[src/rtl/ax25_pkg.sv]
// Shared types, constants and functions for the AX.25 UI frame builder.
package ax25_pkg;

	localparam logic [47:0] CALL_SPACES  = 48'h2020_2020_2020;
	localparam logic [7:0]  MAXPAY_RESET = 8'd150;
	localparam logic [7:0]  CTRL_UI      = 8'h03;
	localparam logic [7:0]  PID_NONE     = 8'hF0;
	localparam logic [7:0]  SSID_FIXED   = 8'h60;
	localparam logic [15:0] CRC_POLY     = 16'h8408;
	localparam logic [15:0] CRC_INIT     = 16'hFFFF;
	localparam logic [3:0]  HDR_LAST     = 4'd15;
	localparam int          QUEUE_DEPTH  = 4;

	typedef enum logic [2:0] {
		CFG_DEST_CALL = 3'd0,
		CFG_DEST_SSID = 3'd1,
		CFG_SRC_CALL  = 3'd2,
		CFG_SRC_SSID  = 3'd3,
		CFG_MAX_PAY   = 3'd4
	} cfg_reg_t;

	typedef enum logic [2:0] {
		PH_IDLE,
		PH_HDR,
		PH_DATA,
		PH_FCSL,
		PH_FCSH
	} phase_t;

	// Address fields for the header
	typedef struct packed {
		logic [47:0] dst_call;
		logic [3:0]  dest_ssid;
		logic [47:0] src_call;
		logic [3:0]  src_ssid;
	} addr_cfg_t;

	// One classified payload word waiting for the back end
	typedef struct packed {
		logic [7:0] data;
		logic       open;
		logic       close;
	} entry_t;

	function automatic logic [15:0] crc_byte(logic [15:0] crc_in, logic [7:0] b);
		logic [15:0] c;
		c = crc_in ^ {8'h00, b};
		for (int k = 0; k < 8; k++) begin
			if (c[0]) c = (c >> 1) ^ CRC_POLY;
			else      c = c >> 1;
		end
		return c;
	endfunction

	function automatic logic [7:0] ssid_byte(logic [3:0] ssid, logic endbit);
		return SSID_FIXED | {3'b000, ssid, endbit};
	endfunction

	// Header byte at position idx (0..15)
	function automatic logic [7:0] hdr_byte(logic [3:0] idx, addr_cfg_t c);
		logic [7:0] b;
		case (idx)
			4'd0:    b = {c.dst_call[46:40], 1'b0};
			4'd1:    b = {c.dst_call[38:32], 1'b0};
			4'd2:    b = {c.dst_call[30:24], 1'b0};
			4'd3:    b = {c.dst_call[22:16], 1'b0};
			4'd4:    b = {c.dst_call[14:8], 1'b0};
			4'd5:    b = {c.dst_call[6:0], 1'b0};
			4'd6:    b = ssid_byte(c.dest_ssid, 1'b0);
			4'd7:    b = {c.src_call[46:40], 1'b0};
			4'd8:    b = {c.src_call[38:32], 1'b0};
			4'd9:    b = {c.src_call[30:24], 1'b0};
			4'd10:   b = {c.src_call[22:16], 1'b0};
			4'd11:   b = {c.src_call[14:8], 1'b0};
			4'd12:   b = {c.src_call[6:0], 1'b0};
			4'd13:   b = ssid_byte(c.src_ssid, 1'b1);
			4'd14:   b = CTRL_UI;
			default: b = PID_NONE;
		endcase
		return b;
	endfunction

endpackage

[src/rtl/ax25_fe.sv]
// Front end: accepts payload words and marks frame open and close.
module ax25_fe (
	input  logic                clk,
	input  logic                arst_n,
	input  logic                in_valid,
	input  logic                in_stall,
	input  logic [7:0]          data_byte,
	input  logic                last_of_input,
	input  logic [7:0]          pay_limit,
	output logic                push,
	output ax25_pkg::entry_t    push_entry
);

	logic       in_frame_q;
	logic [7:0] count_q;
	logic [7:0] cnt_next;
	logic       close;

	assign push     = in_valid && !in_stall;
	assign cnt_next = (in_frame_q ? count_q : 8'd0) + 8'd1;
	assign close    = last_of_input || (cnt_next >= pay_limit);

	assign push_entry.data  = data_byte;
	assign push_entry.open  = !in_frame_q;
	assign push_entry.close = close;

	always_ff @(posedge clk or negedge arst_n) begin
		if (!arst_n) begin
			in_frame_q <= 1'b0;
			count_q    <= 8'd0;
		end else if (push) begin
			in_frame_q <= !close;
			count_q    <= close ? 8'd0 : cnt_next;
		end
	end

endmodule

[src/rtl/ax25_q.sv]
// Small queue of classified words between front and back end.
module ax25_q #(
	parameter int Depth = ax25_pkg::QUEUE_DEPTH
) (
	input  logic             clk,
	input  logic             arst_n,
	input  logic             push,
	input  ax25_pkg::entry_t push_entry,
	input  logic             pop,
	output logic             full,
	output logic             head_valid,
	output ax25_pkg::entry_t head
);

	localparam int PtrW = (Depth > 1) ? $clog2(Depth) : 1;
	localparam int CntW = $clog2(Depth + 1);
	localparam logic [PtrW-1:0] PtrLast = PtrW'(Depth - 1);
	localparam logic [CntW-1:0] CntFull = CntW'(Depth);

	ax25_pkg::entry_t mem [Depth];
	logic [PtrW-1:0] wr_ptr_q, rd_ptr_q;
	logic [CntW-1:0] cnt_q;

	assign full       = (cnt_q == CntFull);
	assign head_valid = (cnt_q != '0);
	assign head       = mem[rd_ptr_q];

	always_ff @(posedge clk) begin
		if (push) mem[wr_ptr_q] <= push_entry;
	end

	always_ff @(posedge clk or negedge arst_n) begin
		if (!arst_n) begin
			wr_ptr_q <= '0;
			rd_ptr_q <= '0;
			cnt_q    <= '0;
		end else begin
			if (push) wr_ptr_q <= (wr_ptr_q == PtrLast) ? '0 : wr_ptr_q + 1'b1;
			if (pop)  rd_ptr_q <= (rd_ptr_q == PtrLast) ? '0 : rd_ptr_q + 1'b1;
			if (push && !pop)      cnt_q <= cnt_q + 1'b1;
			else if (pop && !push) cnt_q <= cnt_q - 1'b1;
		end
	end

endmodule

[src/rtl/ax25_be.sv]
// Back end: emits header, payload and FCS bytes and keeps the CRC.
module ax25_be (
	input  logic                 clk,
	input  logic                 arst_n,
	input  logic                 head_valid,
	input  ax25_pkg::entry_t     head,
	input  ax25_pkg::addr_cfg_t  addr_cfg,
	output logic                 pop,
	output logic                 out_valid,
	input  logic                 out_stall,
	output logic [7:0]           out_byte,
	output logic                 frame_end,
	output logic                 run_end
);

	ax25_pkg::phase_t phase_q, phase_d;
	logic [3:0]  idx_q, idx_d;
	logic [15:0] crc_q, crc_d;
	logic        out_valid_q;
	logic [7:0]  out_byte_q;
	logic        frame_end_q, run_end_q;
	logic        adv, fire;
	logic [7:0]  byte_d;
	logic        fend_d, rend_d;
	logic [15:0] fcs;

	assign adv  = !out_valid_q || !out_stall;
	assign fire = adv && head_valid;
	assign fcs  = ~crc_q;

	always_comb begin
		phase_d = phase_q;
		idx_d   = idx_q;
		crc_d   = crc_q;
		byte_d  = head.data;
		fend_d  = 1'b0;
		rend_d  = 1'b0;
		pop     = 1'b0;
		case (phase_q)
			ax25_pkg::PH_IDLE, ax25_pkg::PH_DATA: begin
				if (phase_q == ax25_pkg::PH_IDLE && head.open) begin
					byte_d  = ax25_pkg::hdr_byte(4'd0, addr_cfg);
					crc_d   = ax25_pkg::crc_byte(crc_q, byte_d);
					idx_d   = 4'd1;
					phase_d = ax25_pkg::PH_HDR;
				end else begin
					byte_d = head.data;
					crc_d  = ax25_pkg::crc_byte(crc_q, byte_d);
					if (head.close) begin
						phase_d = ax25_pkg::PH_FCSL;
					end else begin
						phase_d = ax25_pkg::PH_IDLE;
						rend_d  = 1'b1;
						pop     = fire;
					end
				end
			end
			ax25_pkg::PH_HDR: begin
				byte_d = ax25_pkg::hdr_byte(idx_q, addr_cfg);
				crc_d  = ax25_pkg::crc_byte(crc_q, byte_d);
				idx_d  = idx_q + 4'd1;
				if (idx_q == ax25_pkg::HDR_LAST) phase_d = ax25_pkg::PH_DATA;
			end
			ax25_pkg::PH_FCSL: begin
				byte_d  = fcs[7:0];
				phase_d = ax25_pkg::PH_FCSH;
			end
			ax25_pkg::PH_FCSH: begin
				byte_d  = fcs[15:8];
				fend_d  = 1'b1;
				rend_d  = 1'b1;
				crc_d   = ax25_pkg::CRC_INIT;
				phase_d = ax25_pkg::PH_IDLE;
				pop     = fire;
			end
			default: begin
				phase_d = ax25_pkg::PH_IDLE;
			end
		endcase
	end

	always_ff @(posedge clk or negedge arst_n) begin
		if (!arst_n) begin
			phase_q     <= ax25_pkg::PH_IDLE;
			idx_q       <= 4'd0;
			crc_q       <= ax25_pkg::CRC_INIT;
			out_valid_q <= 1'b0;
		end else if (adv) begin
			out_valid_q <= head_valid;
			if (fire) begin
				phase_q <= phase_d;
				idx_q   <= idx_d;
				crc_q   <= crc_d;
			end
		end
	end

	always_ff @(posedge clk) begin
		if (fire) begin
			out_byte_q  <= byte_d;
			frame_end_q <= fend_d;
			run_end_q   <= rend_d;
		end
	end

	assign out_valid = out_valid_q;
	assign out_byte  = out_byte_q;
	assign frame_end = frame_end_q;
	assign run_end   = run_end_q;

`ifndef SYNTHESIS
	a_fend_ends_run: assert property (@(posedge clk) disable iff (!arst_n)
		out_valid_q && frame_end_q |-> run_end_q)
		else $error("frame end without run end");
	a_mid_word_has_head: assert property (@(posedge clk) disable iff (!arst_n)
		phase_q != ax25_pkg::PH_IDLE |-> head_valid)
		else $error("back end mid word with empty queue");
	a_hdr_idx: assert property (@(posedge clk) disable iff (!arst_n)
		phase_q == ax25_pkg::PH_HDR |-> idx_q != 4'd0)
		else $error("header index restarted inside header");
	a_crc_init_at_open: assert property (@(posedge clk) disable iff (!arst_n)
		fire && phase_q == ax25_pkg::PH_IDLE && head.open |-> crc_q == ax25_pkg::CRC_INIT)
		else $error("frame opened with stale CRC");
`endif

endmodule

[src/rtl/ax25_ui_frame_builder_top.sv]
// Top level of the AX.25 UI frame builder: config registers, front end, queue, back end.
//
//  channel | direction | handshake             | payload
//  --------+-----------+-----------------------+-----------------------------------
//  in      | sink      | in_valid / in_stall   | data_byte, last_of_input
//  out     | source    | out_valid / out_stall | out_byte, frame_end, run_end
//  cfg     | sink      | cfg_valid / cfg_ready | cfg_index, cfg_data
//
// The back end emits one byte per cycle while out_stall is low and a word is queued, so
// a payload word in an open frame yields one byte; an opening word adds 16 header bytes
// and a closing word adds 2 FCS bytes. The CRC advances a full byte per cycle.
// The front end takes a word every cycle until the queue between the two ends is full;
// in_stall is queue-full alone. Asynchronous reset clears control state, sets the
// registers to their defaults and the CRC to all ones; there is no clearing pass.
module ax25_ui_frame_builder_top #(
	parameter int QueueDepth = ax25_pkg::QUEUE_DEPTH
) (
	input  logic        clk,
	input  logic        arst_n,
	// input words
	input  logic        in_valid,
	output logic        in_stall,
	input  logic [7:0]  data_byte,
	input  logic        last_of_input,
	// result words
	output logic        out_valid,
	input  logic        out_stall,
	output logic [7:0]  out_byte,
	output logic        frame_end,
	output logic        run_end,
	// register writes
	input  logic        cfg_valid,
	output logic        cfg_ready,
	input  logic [2:0]  cfg_index,
	input  logic [47:0] cfg_data
);

	ax25_pkg::addr_cfg_t addr_cfg_q;
	logic [7:0]          pay_limit_q;

	logic             push, pop, full, head_valid;
	ax25_pkg::entry_t push_entry, head;

	// Register file: always ready, drop writes to unknown indexes.
	assign cfg_ready = 1'b1;

	always_ff @(posedge clk or negedge arst_n) begin
		if (!arst_n) begin
			addr_cfg_q.dst_call  <= ax25_pkg::CALL_SPACES;
			addr_cfg_q.dest_ssid <= 4'd0;
			addr_cfg_q.src_call  <= ax25_pkg::CALL_SPACES;
			addr_cfg_q.src_ssid  <= 4'd0;
			pay_limit_q          <= ax25_pkg::MAXPAY_RESET;
		end else if (cfg_valid && cfg_ready) begin
			case (ax25_pkg::cfg_reg_t'(cfg_index))
				ax25_pkg::CFG_DEST_CALL: addr_cfg_q.dst_call  <= cfg_data;
				ax25_pkg::CFG_DEST_SSID: addr_cfg_q.dest_ssid <= cfg_data[3:0];
				ax25_pkg::CFG_SRC_CALL:  addr_cfg_q.src_call  <= cfg_data;
				ax25_pkg::CFG_SRC_SSID:  addr_cfg_q.src_ssid  <= cfg_data[3:0];
				ax25_pkg::CFG_MAX_PAY:   pay_limit_q          <= cfg_data[7:0];
				default: ;
			endcase
		end
	end

	// Hold input while the queue is full.
	assign in_stall = full;

	ax25_fe u_fe (
		.clk           (clk),
		.arst_n        (arst_n),
		.in_valid      (in_valid),
		.in_stall      (in_stall),
		.data_byte     (data_byte),
		.last_of_input (last_of_input),
		.pay_limit     (pay_limit_q),
		.push          (push),
		.push_entry    (push_entry)
	);

	ax25_q #(
		.Depth (QueueDepth)
	) u_q (
		.clk        (clk),
		.arst_n     (arst_n),
		.push       (push),
		.push_entry (push_entry),
		.pop        (pop),
		.full       (full),
		.head_valid (head_valid),
		.head       (head)
	);

	// Advance the output register whenever it is empty or being taken.
	ax25_be u_be (
		.clk        (clk),
		.arst_n     (arst_n),
		.head_valid (head_valid),
		.head       (head),
		.addr_cfg   (addr_cfg_q),
		.pop        (pop),
		.out_valid  (out_valid),
		.out_stall  (out_stall),
		.out_byte   (out_byte),
		.frame_end  (frame_end),
		.run_end    (run_end)
	);

endmodule
[config.mk]
export PLATFORM = sky130hd
export DESIGN_NAME = ax25_ui_frame_builder_top
export DESIGN_NICKNAME = d
export VERILOG_FILES = /design/src/rtl/ax25_pkg.sv /design/src/rtl/ax25_fe.sv /design/src/rtl/ax25_q.sv /design/src/rtl/ax25_be.sv /design/src/rtl/ax25_ui_frame_builder_top.sv
export SDC_FILE = /design/constraint.sdc
export NUM_CORES = 1
export LEC_CHECK = 0
export BUFFER_PORTS_ARGS = -buffer_cell sky130_fd_sc_hd__buf_2
export CAP_MARGIN = 10
export CORE_MARGIN = 2
export CORE_UTILIZATION = 40
export DETAILED_ROUTE_END_ITERATION = 6
export PLACE_DENSITY = 0.58
export SLEW_MARGIN = 30
export SYNTH_ARGS = -nofsm -noshare
export SYNTH_HDL_FRONTEND = slang
export SYNTH_SLANG_ARGS = --single-unit
[constraint.sdc]
create_clock -name clk -period 6.37 [get_ports clk]
set_input_delay 0.3185 -clock clk [delete_from_list [all_inputs] [get_ports clk]]
set_output_delay 0.3185 -clock clk [all_outputs]
set_load 0.1 [all_outputs]
==> results.md <==
STA:
- The setup-violating endpoint count in the final report is 0.
- The headroom to the max-slew limit is 0.4425.
- On the final layout, the worst hold slack is -25.64 ps.
- The final hold violation count was 30.
- In the finished design, the share of the clock period the worst path needs comes to 0.5753.
- Setup repair after global routing left no endpoint under its margin.
- Timing would allow up to about 270 MHz.
- Clock skew on the completed layout was measured at around 19 ps.
- The number of slew-limit violations in the final report is 0.
- The final period demand of the worst path is approximately 3700 ps.
- For the pin with the worst max-slew slack, the measured transition is around 840 ps.
- For the final routed database, the setup TNS stands at 0 ps.

Yosys:
- Ranked by total cell area, the synthesized netlist is headed by sky130_fd_sc_hd__dfrtp_1 27%, sky130_fd_sc_hd__edfxtp_1 15%, sky130_fd_sc_hd__mux2_2 12%.
- The combinational family with the most area after synthesis is multiplexers.
- The compound-gate portion of the synthesized area was 0.1312.
- The net count of the mapped netlist is about 930.
- The sequential element share of the synthesized area is 0.4966.
- Of the total synthesized cell area, the portion taken by AND, OR, NAND and NOR gates is 0.08067.
- A synthesized cell averages between 10 and 15 µm².
- The number of unique standard cell types used by synthesis is 81.
- The count of flip-flops with a built-in enable after synthesis is 50.
- After synthesis, the share of cell area in mux cells is 0.1618.
- The total standard cell area after synthesis is around 0.010 mm².
- The share of synthesized area in the top cell type comes to 0.2660.
- The adder-cell area share of the yosys netlist is 0.02660.
- For this run, the number of Yosys warnings is 0.
- The xor and xnor area share after synthesis is 0.06491.
- Counting flops with an async set or reset pin after synthesis yields a share of 0.7368.
- The library cell with the largest summed area after synthesis is sky130_fd_sc_hd__dfrtp_1.
- Synthesis produced 846 cells.
- In the synthesized netlist the dominant register cell turns out to be sky130_fd_sc_hd__dfrtp_1.
- The register bit total from synthesis is 190.

Global routing:
- The number of global-route vias before repair came to just under 7000.
- The maximum number of pins on one net before global-route repair is about 100.
- The first global-routing pass estimated between 30000 and 40000 µm of wire.
- The total global routing overflow is 0.
- The global router's overall resource usage is 0.1916.
- The number of antenna violations at the first check in global routing is 1.

Drt:
- For this block, the routed nets add up to roughly 24000 µm of wire.
- The routed wire length per instance is 19.51 µm.
- The number of remaining DRC errors is 0.
- The via count of the routed design is 6805.
- The violation count after the first detailed-routing iteration is 427.
- After detailed routing, the number of vias per cell comes to ~5.5.
- For this run, the detailed router's first-pass iteration total came to 5.
- Once detail routing completed, the nets flagged for antenna violations numbered 0.

Die:
- The count of boundary I/O pins is between 70 and 80.
- The vertical extent of the die is 163.4 µm.
- The initial utilization of the core area, before any placement, comes to 0.4057.
- The placeable core area is between 0.02 and 0.03 mm².
- The full die area is 0.02669 mm².
- The initialized floorplan defines between 50 and 60 standard-cell rows.
- The floorplan step set the die width to ~160 µm.

Outcome:
- The checks that failed: hold timing.
- The run finished, with violations left.

Worst setup path:
- The worst setup path is captured at a register.
- The maximum fanout along the worst path is 16.
- At the worst endpoint, the required time is between 6000 and 7000 ps.
- The cell type of the slowest stage on the worst timing path is sky130_fd_sc_hd__dfrtp_1.
- The type of element launching the critical path is a register.
- The cell occurring most often along the worst timing path is sky130_fd_sc_hd__inv_1.
- The signal on the critical path passes through mux4_2 -> and2_1 -> nor3_1 -> a21oi_1 -> nor3_2 -> inv_1 -> ha_1 -> inv_1 -> fa_1 -> mux2_2.
- The critical path in this run is classified as register to register.
- The largest single stage delay on the critical path is approximately 850 ps.
- At the worst endpoint, the arrival time is 3980 ps.

Run:
- The count of maximum capacitance violations is 0.

Power:
- The worst supply voltage drop on vdd is slightly below 300 µV.
- The analysis attributes to cell leakage a power of between 4 and 5 nW.
- The total power after layout is 6.394 mW.
- The power density over the cells is roughly 570 mW/mm².

Clock tree:
- The number of setup buffers added after CTS is 0.
- The sink count of the clock tree is between 150 and 200.
- The clock-pin transition on the worst setup and hold timing paths is around 70 ps.
- The number of clock buffers inserted by TritonCTS is 17.
- At the later pin of the worst-skew pair, clock insertion delay measures approximately 450 ps.
- The CTS tree is done.
- Gates resized during post-CTS repair numbered 0.
- The level count of the clock H-tree is 4.
- The root buffer cell is sky130_fd_sc_hd__clkbuf_16.
- The clock passes through at most 2 buffers.
- The number of hold-repair buffers added at the cts stage is 0.

Placement:
- The placer's final routability congestion estimate is just under 0.9.
- Including well taps, the total number of placed cells is around 1200.
- Detailed placement finished with a half-perimeter wire length of roughly 17000 µm.
- The post-detailed-placement cell area is roughly 0.011 mm².
- The number of buffer cells added on primary ports is between 70 and 80.

Worst hold path:
- The worst hold-check path type is input pin to asynchronous set/reset pin.

Final layout:
- The final layout contains 979 nets.
- After routing the design area is 0.01131 mm².
- The area growth from synthesis to final layout is 11.33%.
- The non-filler instance count after layout is 1237.
- The fraction of layout cells with a size suffix above 1 is 0.3190.
- The filler cells instantiated in the layout total between 2000 and 2500.
- In the layout the commonest cells are 108 x sky130_fd_sc_hd__mux2_2, 108 x sky130_fd_sc_hd__dfrtp_1, 70 x sky130_fd_sc_hd__buf_2, 61 x sky130_fd_sc_hd__nand2_1, 55 x sky130_fd_sc_hd__o21ai_0.
==> cells by family (layout without fill, tap and decap cells) <==
group,count (synthesis),count (layout)
other,1,2
adders and majority gates,21,21
DFF,190,190
muxes,134,134
AOI/OAI and AO/OA,191,191
and+or+nand+nor,167,167
buffers and inverters,76,136
xor gates and xnor gates,66,66
==> state kept, by name, summed over array words and instances, names as in the netlist, 2 cells and up <==
register,flops
u_fe.count_q,8
u_q.mem,40
u_q.cnt_q,3
u_be.crc_q,16
u_q.rd_ptr_q,2
u_be.phase_q,3
u_q.wr_ptr_q,2
u_be.out_byte,8
pay_limit_q,8
addr_cfg_q,92
u_be.idx_q,4
==> final timing paths <==
kind                                 start              end  slack [ps]  depth (start not counted)
max reg2reg                u_q.rd_ptr_q[0]     u_q.cnt_q[1]        2710                         10
min reg2reg                   u_q.cnt_q[2]     u_q.cnt_q[2]         500                          1
max in group asynchronous           arst_n    u_be.crc_q[7]        5310                          2
min                                 arst_n  u_fe.count_q[6]         -30                          1
min in group clk              data_byte[4]    u_q.mem[1][6]          90                          1
max                        u_q.rd_ptr_q[0]     u_q.cnt_q[1]        2710                         10
==> critical path, delay by kind of cell (launching register included) <==
family,cells,cell delay [ps]
AOI/OAI and AO/OA,1,90
muxes,2,1010
adders and majority gates,2,620
and+or+nand+nor,3,820
DFF,1,850
buffers and inverters,2,160
==> metrics by stage <==
| step | setup slack [ps] | util |
|---|---|---|
| after floorplan | 1914 | - |
| after global placement | 2699 | 0.4284 |
| after detailed placement | 2648 | 0.4284 |
| after CTS | 2631 | 0.4515 |
| after global routing | 2385 | 0.4516 |
| final | 2705 | 0.4517 |
==> cell usage after synthesis (3+ instances only) <==
cell type,number
sky130_fd_sc_hd__dfrtp_1,108
sky130_fd_sc_hd__mux2_2,108
sky130_fd_sc_hd__nand2_1,61
sky130_fd_sc_hd__o21ai_0,55
sky130_fd_sc_hd__edfxtp_1,50
sky130_fd_sc_hd__nor2_1,38
sky130_fd_sc_hd__xnor2_1,34
sky130_fd_sc_hd__a21oi_1,33
sky130_fd_sc_hd__dfstp_2,32
sky130_fd_sc_hd__clkbuf_1,26
sky130_fd_sc_hd__xor2_1,24
sky130_fd_sc_hd__inv_1,21
sky130_fd_sc_hd__ha_1,20
sky130_fd_sc_hd__a22oi_1,19
sky130_fd_sc_hd__buf_2,13
sky130_fd_sc_hd__mux2i_1,12
sky130_fd_sc_hd__mux4_2,12
sky130_fd_sc_hd__nand3_1,11
sky130_fd_sc_hd__and2_1,10
sky130_fd_sc_hd__a211oi_1,9
sky130_fd_sc_hd__nor2b_1,9
sky130_fd_sc_hd__o22ai_1,9
sky130_fd_sc_hd__buf_6,8
sky130_fd_sc_hd__a21o_1,7
sky130_fd_sc_hd__a221oi_1,6
sky130_fd_sc_hd__a31oi_1,6
sky130_fd_sc_hd__nand2b_1,6
sky130_fd_sc_hd__a22o_1,5
sky130_fd_sc_hd__o221ai_1,5
sky130_fd_sc_hd__nand4_1,4
sky130_fd_sc_hd__nor3_1,4
sky130_fd_sc_hd__o21ai_1,4
sky130_fd_sc_hd__or2_2,4
sky130_fd_sc_hd__xor2_2,4
sky130_fd_sc_hd__buf_1,3
sky130_fd_sc_hd__buf_4,3
sky130_fd_sc_hd__nor3b_1,3
sky130_fd_sc_hd__o21a_1,3
sky130_fd_sc_hd__or3_1,3
==> cell type report <==
class	instances	area, µm²	area share
flip-flops and latches	190	5045	0.4461
diodes	1	2.502	0.0002213
multi-input cells	580	4742	0.4193
clock buffers	18	429.2	0.03795
inverters	22	82.58	0.007302
well taps	330	412.9	0.03651
repair buffers	82	446.7	0.03950
clock inverters	14	148.9	0.01317
==> routing by layer <==
layer  global-route usage  vias to the layer above  wire [µm]
met5                    0                        -          0
met4              0.07361                        0        673
met3              0.03860                       31       1115
met2               0.2931                      157      11110
met1               0.2685                     3424      11240
li1                     -                     3193          -
==> power breakdown <==
| part | internal [mW] | switching (mW) | leakage (nW) |
|---|---|---|---|
| clock | 0.524 | 0.526 | 0.280 |
| combinational | 1.40 | 1.92 | 2.10 |
| sequential | 1.68 | 0.336 | 2.12 |
| total | 3.61 | 2.78 | 4.50 |
Power figures use the tool's default switching activity.
